File: config.mk
export PLATFORM = sky130hd
export DESIGN_NAME = seven_segment_digit_frame_encoder_flat
export DESIGN_NICKNAME = d
export VERILOG_FILES = /design/src/design/ssdfe_pkg.sv /design/src/design/ssdfe_if.sv /design/src/design/ssdfe_emit.sv /design/src/design/seven_segment_digit_frame_encoder.sv /design/src/flat_wrapper.sv
export VERILOG_INCLUDE_DIRS = /design/src /design/src/design
export SDC_FILE = /design/constraint.sdc
export NUM_CORES = 1
export LEC_CHECK = 0
export BUFFER_PORTS_ARGS = -buffer_cell sky130_fd_sc_hd__buf_2
export CORE_ASPECT_RATIO = 0.75
export CORE_MARGIN = 3
export CORE_UTILIZATION = 58
export DETAILED_ROUTE_END_ITERATION = 16
export GPL_TIMING_DRIVEN = 0
export HOLD_SLACK_MARGIN = 0.12
export PLACE_DENSITY_LB_ADDON = 0.05
export SLEW_MARGIN = 20
export SYNTH_ARGS = -nofsm -noshare
export SYNTH_HDL_FRONTEND = slang
export SYNTH_SLANG_ARGS = --single-unit
File: constraint.sdc
create_clock -name clk -period 5.68 [get_ports clk]
set_input_delay 0 -clock clk [delete_from_list [all_inputs] [get_ports clk]]
set_output_delay 0 -clock clk [all_outputs]
set_load 0.01 [all_outputs]
File: src/design/assert_macros.svh
// ---------------------------------------------------------------------------
// assert_macros.svh
// Shared concurrent assertion macros for the display frame encoder.
// ---------------------------------------------------------------------------
`ifndef ASSERT_MACROS_SVH
`define ASSERT_MACROS_SVH

// Same-cycle implication, disabled during reset
`define ASSERT_IMPL(LBL, CLK_S, RST_S, ANTE, CONS) \
  LBL: assert property (@(posedge CLK_S) disable iff (RST_S) (ANTE) |-> (CONS)) \
    else $error("assertion %m failed");

// Next-cycle implication, disabled during reset
`define ASSERT_NEXT(LBL, CLK_S, RST_S, ANTE, CONS) \
  LBL: assert property (@(posedge CLK_S) disable iff (RST_S) (ANTE) |=> (CONS)) \
    else $error("assertion %m failed");

`endif

File: src/design/ssdfe_pkg.sv
// ---------------------------------------------------------------------------
// ssdfe_pkg
// Widths, codes, glyph table and shared types of the seven-segment frame
// encoder.
// ---------------------------------------------------------------------------
`default_nettype none

package ssdfe_pkg;

  // Field widths
  localparam int CMD_W     = 2;
  localparam int CHIP_W    = 2;
  localparam int POS_W     = 4;
  localparam int VALUE_W   = 16;
  localparam int POINT_W   = 3;
  localparam int SEG_W     = 8;
  localparam int ADDR_W    = 4;
  localparam int WORD_W    = 16;
  localparam int REM_W     = 14;
  localparam int RECIP_W   = 17;
  localparam int PROD_W    = VALUE_W + RECIP_W;
  localparam int QUO_W     = 10;
  localparam int CNT_W     = 3;
  localparam int IDX_W     = 2;

  // Chain geometry
  localparam int CHAIN_CHIPS_DEF = 3;
  localparam int DIGITS_PER_CHIP = 8;

  // Command codes
  localparam logic [CMD_W-1:0] CMD_DECIMAL = 2'd0;
  localparam logic [CMD_W-1:0] CMD_HEX     = 2'd1;
  localparam logic [CMD_W-1:0] CMD_GEAR    = 2'd2;

  // Special glyphs
  localparam logic [SEG_W-1:0] POINT_BIT  = 8'h80;
  localparam logic [SEG_W-1:0] GLYPH_DASH = 8'h01;
  localparam logic [SEG_W-1:0] GLYPH_P    = 8'h67;

  // Reciprocals for exact division of a 16-bit value
  localparam logic [RECIP_W-1:0] RECIP_10K = 17'd107375;
  localparam int                 SHIFT_10K = 30;
  localparam logic [RECIP_W-1:0] RECIP_100 = 17'd83887;
  localparam int                 SHIFT_100 = 23;

  // Decimal power index of the leading digit
  localparam logic [IDX_W-1:0] POW_THOUSANDS = 2'd3;
  localparam logic [IDX_W-1:0] POW_TENS      = 2'd1;

  // Request as captured from the input channel
  typedef struct packed {
    logic [CMD_W-1:0]   command;
    logic [CHIP_W-1:0]  target_chip;
    logic [POS_W-1:0]   first_position;
    logic               four_digits;
    logic [VALUE_W-1:0] value;
    logic [POINT_W-1:0] point_place;
    logic               kd_flag;
  } req_t;

  // One burst of frames handed to the emitter
  typedef struct packed {
    logic                  decimal;
    logic [REM_W-1:0]      rem;
    logic [IDX_W-1:0]      pow_idx;
    logic [1:0][SEG_W-1:0] fixed_segs;
    logic [POINT_W-1:0]    point;
    logic [CNT_W-1:0]      count;
    logic [POS_W-1:0]      first_pos;
    logic [CHIP_W-1:0]     chip;
  } burst_t;

  // Segment glyphs 0-9, then F, A/R, H/N, P, dash, E
  function automatic logic [SEG_W-1:0] glyph(input logic [3:0] d);
    logic [SEG_W-1:0] s;
    unique case (d)
      4'd0:  s = 8'h7e;
      4'd1:  s = 8'h30;
      4'd2:  s = 8'h6d;
      4'd3:  s = 8'h79;
      4'd4:  s = 8'h33;
      4'd5:  s = 8'h5b;
      4'd6:  s = 8'h5f;
      4'd7:  s = 8'h70;
      4'd8:  s = 8'h7f;
      4'd9:  s = 8'h7b;
      4'd10: s = 8'h47;
      4'd11: s = 8'h77;
      4'd12: s = 8'h37;
      4'd13: s = 8'h67;
      4'd14: s = 8'h01;
      4'd15: s = 8'h4f;
    endcase
    return s;
  endfunction

  // k times the decimal power picked by p (k is a loop constant)
  function automatic logic [REM_W-1:0] pow_mult(input logic [IDX_W-1:0] p, input int k);
    logic [REM_W-1:0] m;
    unique case (p)
      2'd3: m = REM_W'(k * 1000);
      2'd2: m = REM_W'(k * 100);
      2'd1: m = REM_W'(k * 10);
      2'd0: m = REM_W'(k);
    endcase
    return m;
  endfunction

endpackage

`default_nettype wire

File: src/design/ssdfe_if.sv
// ---------------------------------------------------------------------------
// ssdfe_if
// Valid/ready channels of the encoder: display requests in, chain frames out.
// ---------------------------------------------------------------------------
`default_nettype none

interface ssdfe_req_if;
  import ssdfe_pkg::*;

  logic               valid;
  logic               ready;
  logic [CMD_W-1:0]   command;
  logic [CHIP_W-1:0]  target_chip;
  logic [POS_W-1:0]   first_position;
  logic               four_digits;
  logic [VALUE_W-1:0] value;
  logic [POINT_W-1:0] point_place;
  logic               kd_flag;

  modport source (
    output valid, command, target_chip, first_position, four_digits, value,
           point_place, kd_flag,
    input  ready
  );
  modport sink (
    input  valid, command, target_chip, first_position, four_digits, value,
           point_place, kd_flag,
    output ready
  );
endinterface

interface ssdfe_frame_if #(
  parameter int FRAME_W = ssdfe_pkg::WORD_W * ssdfe_pkg::CHAIN_CHIPS_DEF
);
  import ssdfe_pkg::*;

  logic              valid;
  logic              ready;
  logic [FRAME_W-1:0] frame;
  logic [ADDR_W-1:0] digit_address;
  logic [SEG_W-1:0]  segments;
  logic              last;

  modport source (output valid, frame, digit_address, segments, last, input ready);
  modport sink   (input valid, frame, digit_address, segments, last, output ready);
endinterface

`default_nettype wire

File: src/design/ssdfe_emit.sv
// ---------------------------------------------------------------------------
// ssdfe_emit
// Frame emitter: walks one burst into an output register, one digit per cycle
// unless the output stalls. Decimal digits are peeled off the remainder most
// significant first; hex and gear glyphs come prebuilt.
// ---------------------------------------------------------------------------
`default_nettype none

`include "assert_macros.svh"

module ssdfe_emit #(
  parameter int CHAIN_CHIPS = ssdfe_pkg::CHAIN_CHIPS_DEF
) (
  input  wire logic              clk,
  input  wire logic              rst,
  input  wire logic              load_valid,
  input  wire ssdfe_pkg::burst_t load,
  output logic                   load_ready,
  ssdfe_frame_if.source          frames
);
  import ssdfe_pkg::*;

  localparam int FRAME_W = WORD_W * CHAIN_CHIPS;

  // Burst in progress
  logic             busy;
  burst_t           cur;
  logic [IDX_W-1:0] idx;

  // Output register
  logic               out_valid;
  logic [FRAME_W-1:0] out_frame;
  logic [ADDR_W-1:0]  out_addr;
  logic [SEG_W-1:0]   out_seg;
  logic               out_last;

  logic               adv;
  logic               fin;
  logic [3:0]         digit;
  logic [REM_W-1:0]   sub;
  logic [SEG_W-1:0]   seg_next;
  logic [ADDR_W-1:0]  addr_next;
  logic [FRAME_W-1:0] frame_next;

  assign adv        = busy && (!out_valid || frames.ready);
  assign fin        = adv && (CNT_W'(idx) == cur.count - CNT_W'(1));
  assign load_ready = !busy || fin;

  // Leading decimal digit: largest multiple of the current power that fits
  always_comb begin
    digit = 4'd0;
    sub   = '0;
    for (int k = 1; k < 10; k++) begin
      if (cur.rem >= pow_mult(cur.pow_idx, k)) begin
        digit = 4'(k);
        sub   = pow_mult(cur.pow_idx, k);
      end
    end
  end

  // Segment byte, register address and chain frame for this digit
  always_comb begin
    if (cur.decimal) begin
      seg_next = glyph(digit);
      if (cur.point == POINT_W'(cur.pow_idx) + POINT_W'(1)) begin
        seg_next = seg_next | POINT_BIT;
      end
    end else begin
      seg_next = cur.fixed_segs[idx[0]];
    end
    addr_next = cur.first_pos + ADDR_W'(idx);
    for (int c = 0; c < CHAIN_CHIPS; c++) begin
      if (int'(cur.chip) == c + 1) begin
        frame_next[c*WORD_W +: WORD_W] = {{(WORD_W-ADDR_W-SEG_W){1'b0}}, addr_next, seg_next};
      end else begin
        frame_next[c*WORD_W +: WORD_W] = '0;
      end
    end
  end

  // Burst control
  always_ff @(posedge clk) begin
    if (rst) begin
      busy <= 1'b0;
    end else if (load_valid && load_ready) begin
      busy <= 1'b1;
    end else if (fin) begin
      busy <= 1'b0;
    end
  end

  // Burst payload: load, or step to the next digit
  always_ff @(posedge clk) begin
    if (load_valid && load_ready) begin
      cur <= load;
      idx <= '0;
    end else if (adv) begin
      cur.rem     <= cur.rem - sub;
      cur.pow_idx <= cur.pow_idx - IDX_W'(1);
      idx         <= idx + IDX_W'(1);
    end
  end

  // Output register valid
  always_ff @(posedge clk) begin
    if (rst) begin
      out_valid <= 1'b0;
    end else if (adv) begin
      out_valid <= 1'b1;
    end else if (frames.ready) begin
      out_valid <= 1'b0;
    end
  end

  // Output register payload
  always_ff @(posedge clk) begin
    if (adv) begin
      out_frame <= frame_next;
      out_addr  <= addr_next;
      out_seg   <= seg_next;
      out_last  <= fin;
    end
  end

  assign frames.valid         = out_valid;
  assign frames.frame         = out_frame;
  assign frames.digit_address = out_addr;
  assign frames.segments      = out_seg;
  assign frames.last          = out_last;

  // A frame without last means the burst still has frames to give
  `ASSERT_IMPL(a_more_pending, clk, rst, out_valid && !out_last, busy)
  // Finishing a burst with nothing to load leaves the emitter idle
  `ASSERT_NEXT(a_idle_after_fin, clk, rst, fin && !load_valid, !busy)
  // Addresses never run past the chip's digit registers
  `ASSERT_IMPL(a_addr_range, clk, rst, out_valid,
               (out_addr != '0) && (int'(out_addr) <= DIGITS_PER_CHIP))

endmodule

`default_nettype wire

File: src/design/seven_segment_digit_frame_encoder.sv
// Path: an accepted request goes through the input register, the divide stage,
//   the burst load and the output register before its first frame is valid.
// Throughput: one frame per cycle unless the output stalls; a request gives up
//   to 4 frames, and a request that gives no frame never loads the emitter.
// Reset: synchronous, clears all valid flags and the burst; no memory to clear.
// ---------------------------------------------------------------------------
// seven_segment_digit_frame_encoder
// Turns display requests (decimal, hex, gear) into 48-bit daisy-chain frames
// for a chain of segment-driver chips, one frame per digit register written.
// ---------------------------------------------------------------------------
`default_nettype none

`include "assert_macros.svh"

module seven_segment_digit_frame_encoder #(
  parameter int CHAIN_CHIPS = ssdfe_pkg::CHAIN_CHIPS_DEF
) (
  input  wire logic     clk,
  input  wire logic     rst,
  ssdfe_req_if.sink     req,
  ssdfe_frame_if.source frames
);
  import ssdfe_pkg::*;

  // Input register
  logic s1_valid;
  req_t s1;

  // Divide stage: request plus reciprocal product
  logic              s2_valid;
  req_t              s2;
  logic [PROD_W-1:0] s2_prod;

  logic              s1_move;
  logic              s2_take;
  logic              s2_free;

  logic [VALUE_W-1:0] rem_full;
  logic               chip_ok;
  logic               pos_ok;
  logic               cmd_ok;
  logic [CNT_W-1:0]   n_digits;
  logic [ADDR_W-1:0]  avail;
  logic [3:0]         lo_nib;
  logic [3:0]         hi_nib;
  burst_t             burst;
  logic               load_valid;
  logic               load_ready;

  // Pipeline flow: a request with no frames leaves stage two at once
  assign s2_take   = s2_valid && (load_ready || burst.count == '0);
  assign s2_free   = !s2_valid || s2_take;
  assign s1_move   = s1_valid && s2_free;
  assign req.ready = !s1_valid || s1_move;

  always_ff @(posedge clk) begin
    if (rst) begin
      s1_valid <= 1'b0;
    end else if (req.ready) begin
      s1_valid <= req.valid;
    end
  end

  always_ff @(posedge clk) begin
    if (req.valid && req.ready) begin
      s1.command        <= req.command;
      s1.target_chip    <= req.target_chip;
      s1.first_position <= req.first_position;
      s1.four_digits    <= req.four_digits;
      s1.value          <= req.value;
      s1.point_place    <= req.point_place;
      s1.kd_flag        <= req.kd_flag;
    end
  end

  // Reciprocal multiply for value / 10000 or value / 100
  always_ff @(posedge clk) begin
    if (rst) begin
      s2_valid <= 1'b0;
    end else if (s2_free) begin
      s2_valid <= s1_valid;
    end
  end

  always_ff @(posedge clk) begin
    if (s1_move) begin
      s2      <= s1;
      s2_prod <= PROD_W'(s1.value) * PROD_W'(s1.four_digits ? RECIP_10K : RECIP_100);
    end
  end

  // Remainder: value mod 10000 or value mod 100
  always_comb begin
    if (s2.four_digits) begin
      rem_full = s2.value - VALUE_W'(3'(s2_prod >> SHIFT_10K)) * VALUE_W'(10000);
    end else begin
      rem_full = s2.value - VALUE_W'(QUO_W'(s2_prod >> SHIFT_100)) * VALUE_W'(100);
    end
  end

  // Request checks and frame count
  assign lo_nib   = s2.value[3:0];
  assign hi_nib   = s2.value[7:4];
  assign chip_ok  = (s2.target_chip != '0) && (int'(s2.target_chip) <= CHAIN_CHIPS);
  assign pos_ok   = (s2.first_position != '0) &&
                    (int'(s2.first_position) <= DIGITS_PER_CHIP);
  assign avail    = ADDR_W'(DIGITS_PER_CHIP) - s2.first_position + ADDR_W'(1);
  assign n_digits = (s2.command == CMD_DECIMAL && s2.four_digits) ? CNT_W'(4) : CNT_W'(2);

  always_comb begin
    cmd_ok = 1'b0;
    if (s2.command == CMD_DECIMAL || s2.command == CMD_HEX) begin
      cmd_ok = 1'b1;
    end else if (s2.command == CMD_GEAR) begin
      cmd_ok = s2.kd_flag || (hi_nib <= 4'd2);
    end
  end

  // Burst descriptor for the emitter
  always_comb begin
    burst.decimal   = (s2.command == CMD_DECIMAL);
    burst.rem       = REM_W'(rem_full);
    burst.pow_idx   = s2.four_digits ? POW_THOUSANDS : POW_TENS;
    burst.point     = s2.point_place;
    burst.first_pos = s2.first_position;
    burst.chip      = s2.target_chip;
    if (!(chip_ok && pos_ok && cmd_ok)) begin
      burst.count = '0;
    end else if (avail <= ADDR_W'(n_digits)) begin
      burst.count = CNT_W'(avail);
    end else begin
      burst.count = n_digits;
    end
    if (s2.command == CMD_HEX) begin
      burst.fixed_segs[0] = glyph(lo_nib);
      burst.fixed_segs[1] = glyph(hi_nib);
    end else if (s2.kd_flag) begin
      burst.fixed_segs[0] = GLYPH_DASH;
      burst.fixed_segs[1] = GLYPH_DASH;
    end else begin
      burst.fixed_segs[0] = glyph(4'(4'd10 + hi_nib));
      burst.fixed_segs[1] = (lo_nib != '0) ? glyph(lo_nib) : GLYPH_P;
    end
  end

  assign load_valid = s2_valid && (burst.count != '0);

  ssdfe_emit #(
    .CHAIN_CHIPS(CHAIN_CHIPS)
  ) u_emit (
    .clk        (clk),
    .rst        (rst),
    .load_valid (load_valid),
    .load       (burst),
    .load_ready (load_ready),
    .frames     (frames)
  );

  // Reciprocal divide leaves a remainder below the divisor
  `ASSERT_IMPL(a_rem_bound, clk, rst, s2_valid && s2.command == CMD_DECIMAL,
               s2.four_digits ? (rem_full < 16'd10000) : (rem_full < 16'd100))
  // A loaded burst stays within the chip's digit registers
  `ASSERT_IMPL(a_burst_fits, clk, rst, load_valid,
               int'(burst.first_pos) + int'(burst.count) - 1 <= DIGITS_PER_CHIP)

endmodule

`default_nettype wire
File: src/flat_wrapper.sv
// flat-port wrapper written by rule: the top's interface ports become plain ports
module seven_segment_digit_frame_encoder_flat import ssdfe_pkg::*;
#(
  parameter int CHAIN_CHIPS = ssdfe_pkg::CHAIN_CHIPS_DEF
)
  (clk, rst, req_valid, req_command, req_target_chip, req_first_position, req_four_digits, req_value, req_point_place, req_kd_flag, req_ready, frames_valid, frames_frame, frames_digit_address, frames_segments, frames_last, frames_ready);
  ssdfe_req_if req_i ();
  ssdfe_frame_if frames_i ();
  input  wire logic clk;
  input  wire logic rst;
  input wire logic [$bits(req_i.valid)-1:0] req_valid;
  input wire logic [$bits(req_i.command)-1:0] req_command;
  input wire logic [$bits(req_i.target_chip)-1:0] req_target_chip;
  input wire logic [$bits(req_i.first_position)-1:0] req_first_position;
  input wire logic [$bits(req_i.four_digits)-1:0] req_four_digits;
  input wire logic [$bits(req_i.value)-1:0] req_value;
  input wire logic [$bits(req_i.point_place)-1:0] req_point_place;
  input wire logic [$bits(req_i.kd_flag)-1:0] req_kd_flag;
  output wire logic [$bits(req_i.ready)-1:0] req_ready;
  output wire logic [$bits(frames_i.valid)-1:0] frames_valid;
  output wire logic [$bits(frames_i.frame)-1:0] frames_frame;
  output wire logic [$bits(frames_i.digit_address)-1:0] frames_digit_address;
  output wire logic [$bits(frames_i.segments)-1:0] frames_segments;
  output wire logic [$bits(frames_i.last)-1:0] frames_last;
  input wire logic [$bits(frames_i.ready)-1:0] frames_ready;
  assign req_i.valid = req_valid;
  assign req_i.command = req_command;
  assign req_i.target_chip = req_target_chip;
  assign req_i.first_position = req_first_position;
  assign req_i.four_digits = req_four_digits;
  assign req_i.value = req_value;
  assign req_i.point_place = req_point_place;
  assign req_i.kd_flag = req_kd_flag;
  assign req_ready = req_i.ready;
  assign frames_valid = frames_i.valid;
  assign frames_frame = frames_i.frame;
  assign frames_digit_address = frames_i.digit_address;
  assign frames_segments = frames_i.segments;
  assign frames_last = frames_i.last;
  assign frames_i.ready = frames_ready;
  seven_segment_digit_frame_encoder #(.CHAIN_CHIPS(CHAIN_CHIPS)) u_core (.clk(clk), .rst(rst), .req(req_i), .frames(frames_i));
endmodule
==> results.ini <==
[outcome]
outcome = complete, but fails checks
violations = setup timing

[cells_and_area]
drive_gt1_frac = 0.184
n_antenna_cell = 0
final_util = 0.706
fillCellCount = 2353
syn_to_final_growth_pct = 18.4
fin_nets = 2517
fin_area_um2 = 21600

[synthesis]
postSynthAreaPerCell_um2 = 10.1
synth_top_family_by_area = adder cells
yosysUniqueCellTypes = 86
synth-compound-area-share = 0.113
synth_seq_cells = 178
dominantRegCellSynth = edfxtp_1
yosys.area_share.simple = 0.105
synth_xor_area_frac = 0.0317
synth_area_um2 = 18200
postSynth.asyncResetShare = 0
syn_inst = 1805
synthAdderAreaFrac = 0.366
seq_area_frac_synth = 0.282
synthMuxAreaShare = 0.0190
ys_warn_count = 0
synth-edff-count = 158

[sta]
worstMarginPinSlew_ns = 1.11
hold_ws_ns = 0.252
max_freq_ghz = 0.153
hold_violations = 0
rsz0062_at_grt = yes
post-route-min-period_ns = 6.52
setup_viol = 11
slew_headroom = 0.255
skew_ns = 0.0149
setup_ws_ns = -0.839
period_share = 1.15
maxSlewViolCount = 0

[placement]
globalplace.congestion = 0.940
dp_hpwl_um = 35600
io_buffers = 83
placed_area_um2 = 19500
place_ws_ns = -1.39

[worst_setup_path]
cp_top_family = adder cells
worstSetupPathType = flip-flop to flip-flop
crit_chain = buf_8 > buf_4 > nand2_4 > inv_1 > fa_1 > inv_1 > fa_1 > fa_2 > inv_1 > fa_1 > fa_1 > inv_2 > fa_1 > inv_1 > ha_2 > a211oi_2 > nor2_2 > nor4_2 > nand4_1 > a221oi_4 > o21ai_2 > nor4_2 > nor3_2 > xnor2_1
critPathBufInv = 7
cp-start-kind = flip-flop
crit_arrival_ns = 6.70
cpMostUsedCell = fa_1
crit_required_ns = 5.86
end_kind = flip-flop
cpPeakStageDelay_ns = 0.53
slowest_stage = edfxtp_1
critPathMaxFanout = 6

[power_and_ir_drop]
power_density_nw_per_um2 = 542
clkPwrFrac = 0.105
netSwitchingFraction = 0.467
combPwrFrac = 0.749
internal_power_mw = 6.23
ir_worst_vdd_mv = 0.679
switching_power_mw = 5.46
seq_power_share = 0.146
leakagePower_nw = 9.94

[global_route]
grtUsageTotal = 0.284
grt_pass1_vias = 13600
grt_max_degree = 39
antenna_found_initial = 1
grt-ovfl-total = 0
grt_pass1_wl_um = 74600

[hold_path]
worst_hold_path_type = input pin to flip-flop

[drt]
via_count = 13800
vias_per_cell = 5.61
drt-initial-drc-count = 1342
ant_nets = 0
wl_per_cell_um = 19.3
drc = 0
drt_pass1_iterations = 5
wirelength_um = 47400

[die]
die_height_um = 159
die_area_um2 = 33600
initial_core_util = 0.596
fp.dieW_um = 211
row_count = 55
io_pins = 96
coreArea_um2 = 30600

[clock_tree]
clk_pin_slew_worst_paths_ns = 0.08
numCtsBuffers = 17
cts_buffer_depth = 2
clk_latency_ns = 0.45
cts_tree = done
cts.sinks = 178
htree_num_levels = 4
cts_root_buffer = clkbuf_16

[run]
maxCapViolCount = 0

==> synth_stat cells (all sizes together) (16+ instances only) <==
cell | number | area [um^2]
ha | 289 | 3620
a211oi | 16 | 120
fa | 152 | 3040
xor2 | 20 | 175
a21o | 19 | 143
buf | 25 | 165
o21ai | 67 | 343
nor2 | 130 | 490
nor2b | 25 | 156
dfxtp | 20 | 400
nor3 | 23 | 115
inv | 323 | 1210
nand2 | 94 | 360
xnor2 | 46 | 403
a21oi | 76 | 380
and2 | 19 | 119
mux2i | 24 | 244
nand2b | 25 | 156
a31oi | 19 | 134
edfxtp | 158 | 4740
o21a | 19 | 143
clkbuf | 33 | 124
==> final cells by class <==
type,count,area (um^2),share of cell area
clock buffer,17,425,0.0197
multi-input combinational,1261,12200,0.567
tap,399,499,0.0231
timing repair buffer,205,1500,0.0696
sequential,178,5140,0.238
buffer,57,358,0.0166
clock inverter,15,194,0.00899
inverter,323,1230,0.0569
==> layout by cell type (no fill, tap or decap), drive strengths merged, types with 6 or more instances in the layout <==
master | synthesis | layout
fa | 152 | 152
inv | 323 | 324
clkinv | 0 | 10
a21oi | 76 | 76
nor3 | 23 | 23
clkbuf | 33 | 47
dlygate4sd3 | 0 | 33
xor2 | 20 | 20
nand2 | 94 | 94
ha | 289 | 289
xnor2 | 46 | 46
or2 | 13 | 13
and2 | 19 | 19
or3 | 9 | 9
a211oi | 16 | 16
o21a | 19 | 19
a31oi | 19 | 19
o21ai | 67 | 67
nor2b | 25 | 25
and3 | 6 | 6
nor4 | 8 | 8
nand4 | 10 | 10
nor2 | 130 | 130
mux2 | 9 | 9
nand3 | 14 | 14
buf | 25 | 199
dfxtp | 20 | 20
conb | 2 | 17
o211ai | 13 | 13
edfxtp | 158 | 158
mux2i | 24 | 24
o31ai | 7 | 7
o22ai | 9 | 9
a21o | 19 | 19
a211o | 6 | 6
nand2b | 25 | 25
==> flip-flops by register name, summed over array words and instances, names as in the netlist, 2 cells and up, named ones only <==
| name | cells |
|---|---|
| u_core.burst | 9 |
| u_core.hi_nib | 4 |
| u_core.lo_nib | 3 |
| u_core.s1 | 29 |
| u_core.s2 | 10 |
| u_core.s2_prod | 11 |
| u_core.u_emit.cur | 43 |
| u_core.u_emit.frames.digit_address | 4 |
| u_core.u_emit.frames.frame | 36 |
| u_core.u_emit.frames.segments | 8 |
| u_core.u_emit.idx | 2 |
==> worst reg2reg max path, stage by stage, from the launching register on <==
cell	delay (ns)
edfxtp_1	0.53
buf_8	0.20
buf_4	0.14
nand2_4	0.07
inv_1	0.05
fa_1	0.50
inv_1	0.05
fa_1	0.46
fa_2	0.53
inv_1	0.05
fa_1	0.47
fa_1	0.51
inv_2	0.04
fa_1	0.52
inv_1	0.04
ha_2	0.20
a211oi_2	0.24
nor2_2	0.10
nor4_2	0.24
nand4_1	0.30
a221oi_4	0.39
o21ai_2	0.12
nor4_2	0.26
nor3_2	0.09
xnor2_1	0.15
==> per-stage QoR <==
stage	total power, mW	std cells	TNS [ns]
2_1_floorplan	7.86	1820	-0.392
3_3_place_gp	9.40	2302	-14.27
3_5_place_dp	9.60	2305	-14.21
4_1_cts	11.1	2437	-4.15
5_1_grt	12.9	2455	-7.67
6_report	11.7	2455	-5.34
==> power groups by stage <==
stage          logic (mW)  clock network, mW  registers (mW)
2_1_floorplan        6.16                  0            1.69
3_3_place_gp         7.64                  0            1.75
3_5_place_dp         7.84                  0            1.75
4_1_cts              8.20               1.24            1.70
5_1_grt              9.87               1.30            1.71
6_report             8.75               1.23            1.70
==> timing repair <==
item,in CTS,in global routing
cloned,0,1
buffers inserted,67,18
endpoints found under the setup margin,20,18
hold buffers,33,0
endpoints found under the hold margin,45,0
pin swaps,19,33
gates resized for setup,60,76
==> final timing paths <==
path,start,to,slack (ns),cells after the start
min reg2reg,u_core.burst[10]$_DFFE_PP_,u_core.u_emit.cur[10]$_DFFE_PP_,0.42,0
min,req_value[5],u_core.s1[9]$_DFFE_PP_,0.25,2
max reg2reg,u_core.s1[20]$_DFFE_PP_,u_core.s2_prod[32]$_DFFE_PP_,-0.84,24
max,u_core.s1[20]$_DFFE_PP_,u_core.s2_prod[32]$_DFFE_PP_,-0.84,24
==> per-layer routing <==
metal,part of all wire,vias up,wire length [um],track usage
li1,-,6592,-,-
met1,0.49,6703,23300,0.458
met2,0.42,431,20000,0.411
met3,0.077,45,3660,0.0510
met4,0.0096,2,454,0.0374
met5,0.00042,-,20,0
==> cell families (layout without fill, tap and decap cells) <==
| logic type | count (synthesis) | in the layout |
|---|---|---|
| XOR/XNOR | 66 | 66 |
| adder cells (fa/ha/maj) | 441 | 441 |
| buffers and inverters | 381 | 617 |
| AO/OA/AOI/OAI | 311 | 311 |
| flip-flops | 178 | 178 |
| multiplexers | 33 | 33 |
| AND/OR/NAND/NOR | 393 | 393 |
| other | 2 | 17 |
No activity file was read; power rests on OpenSTA's default activity.
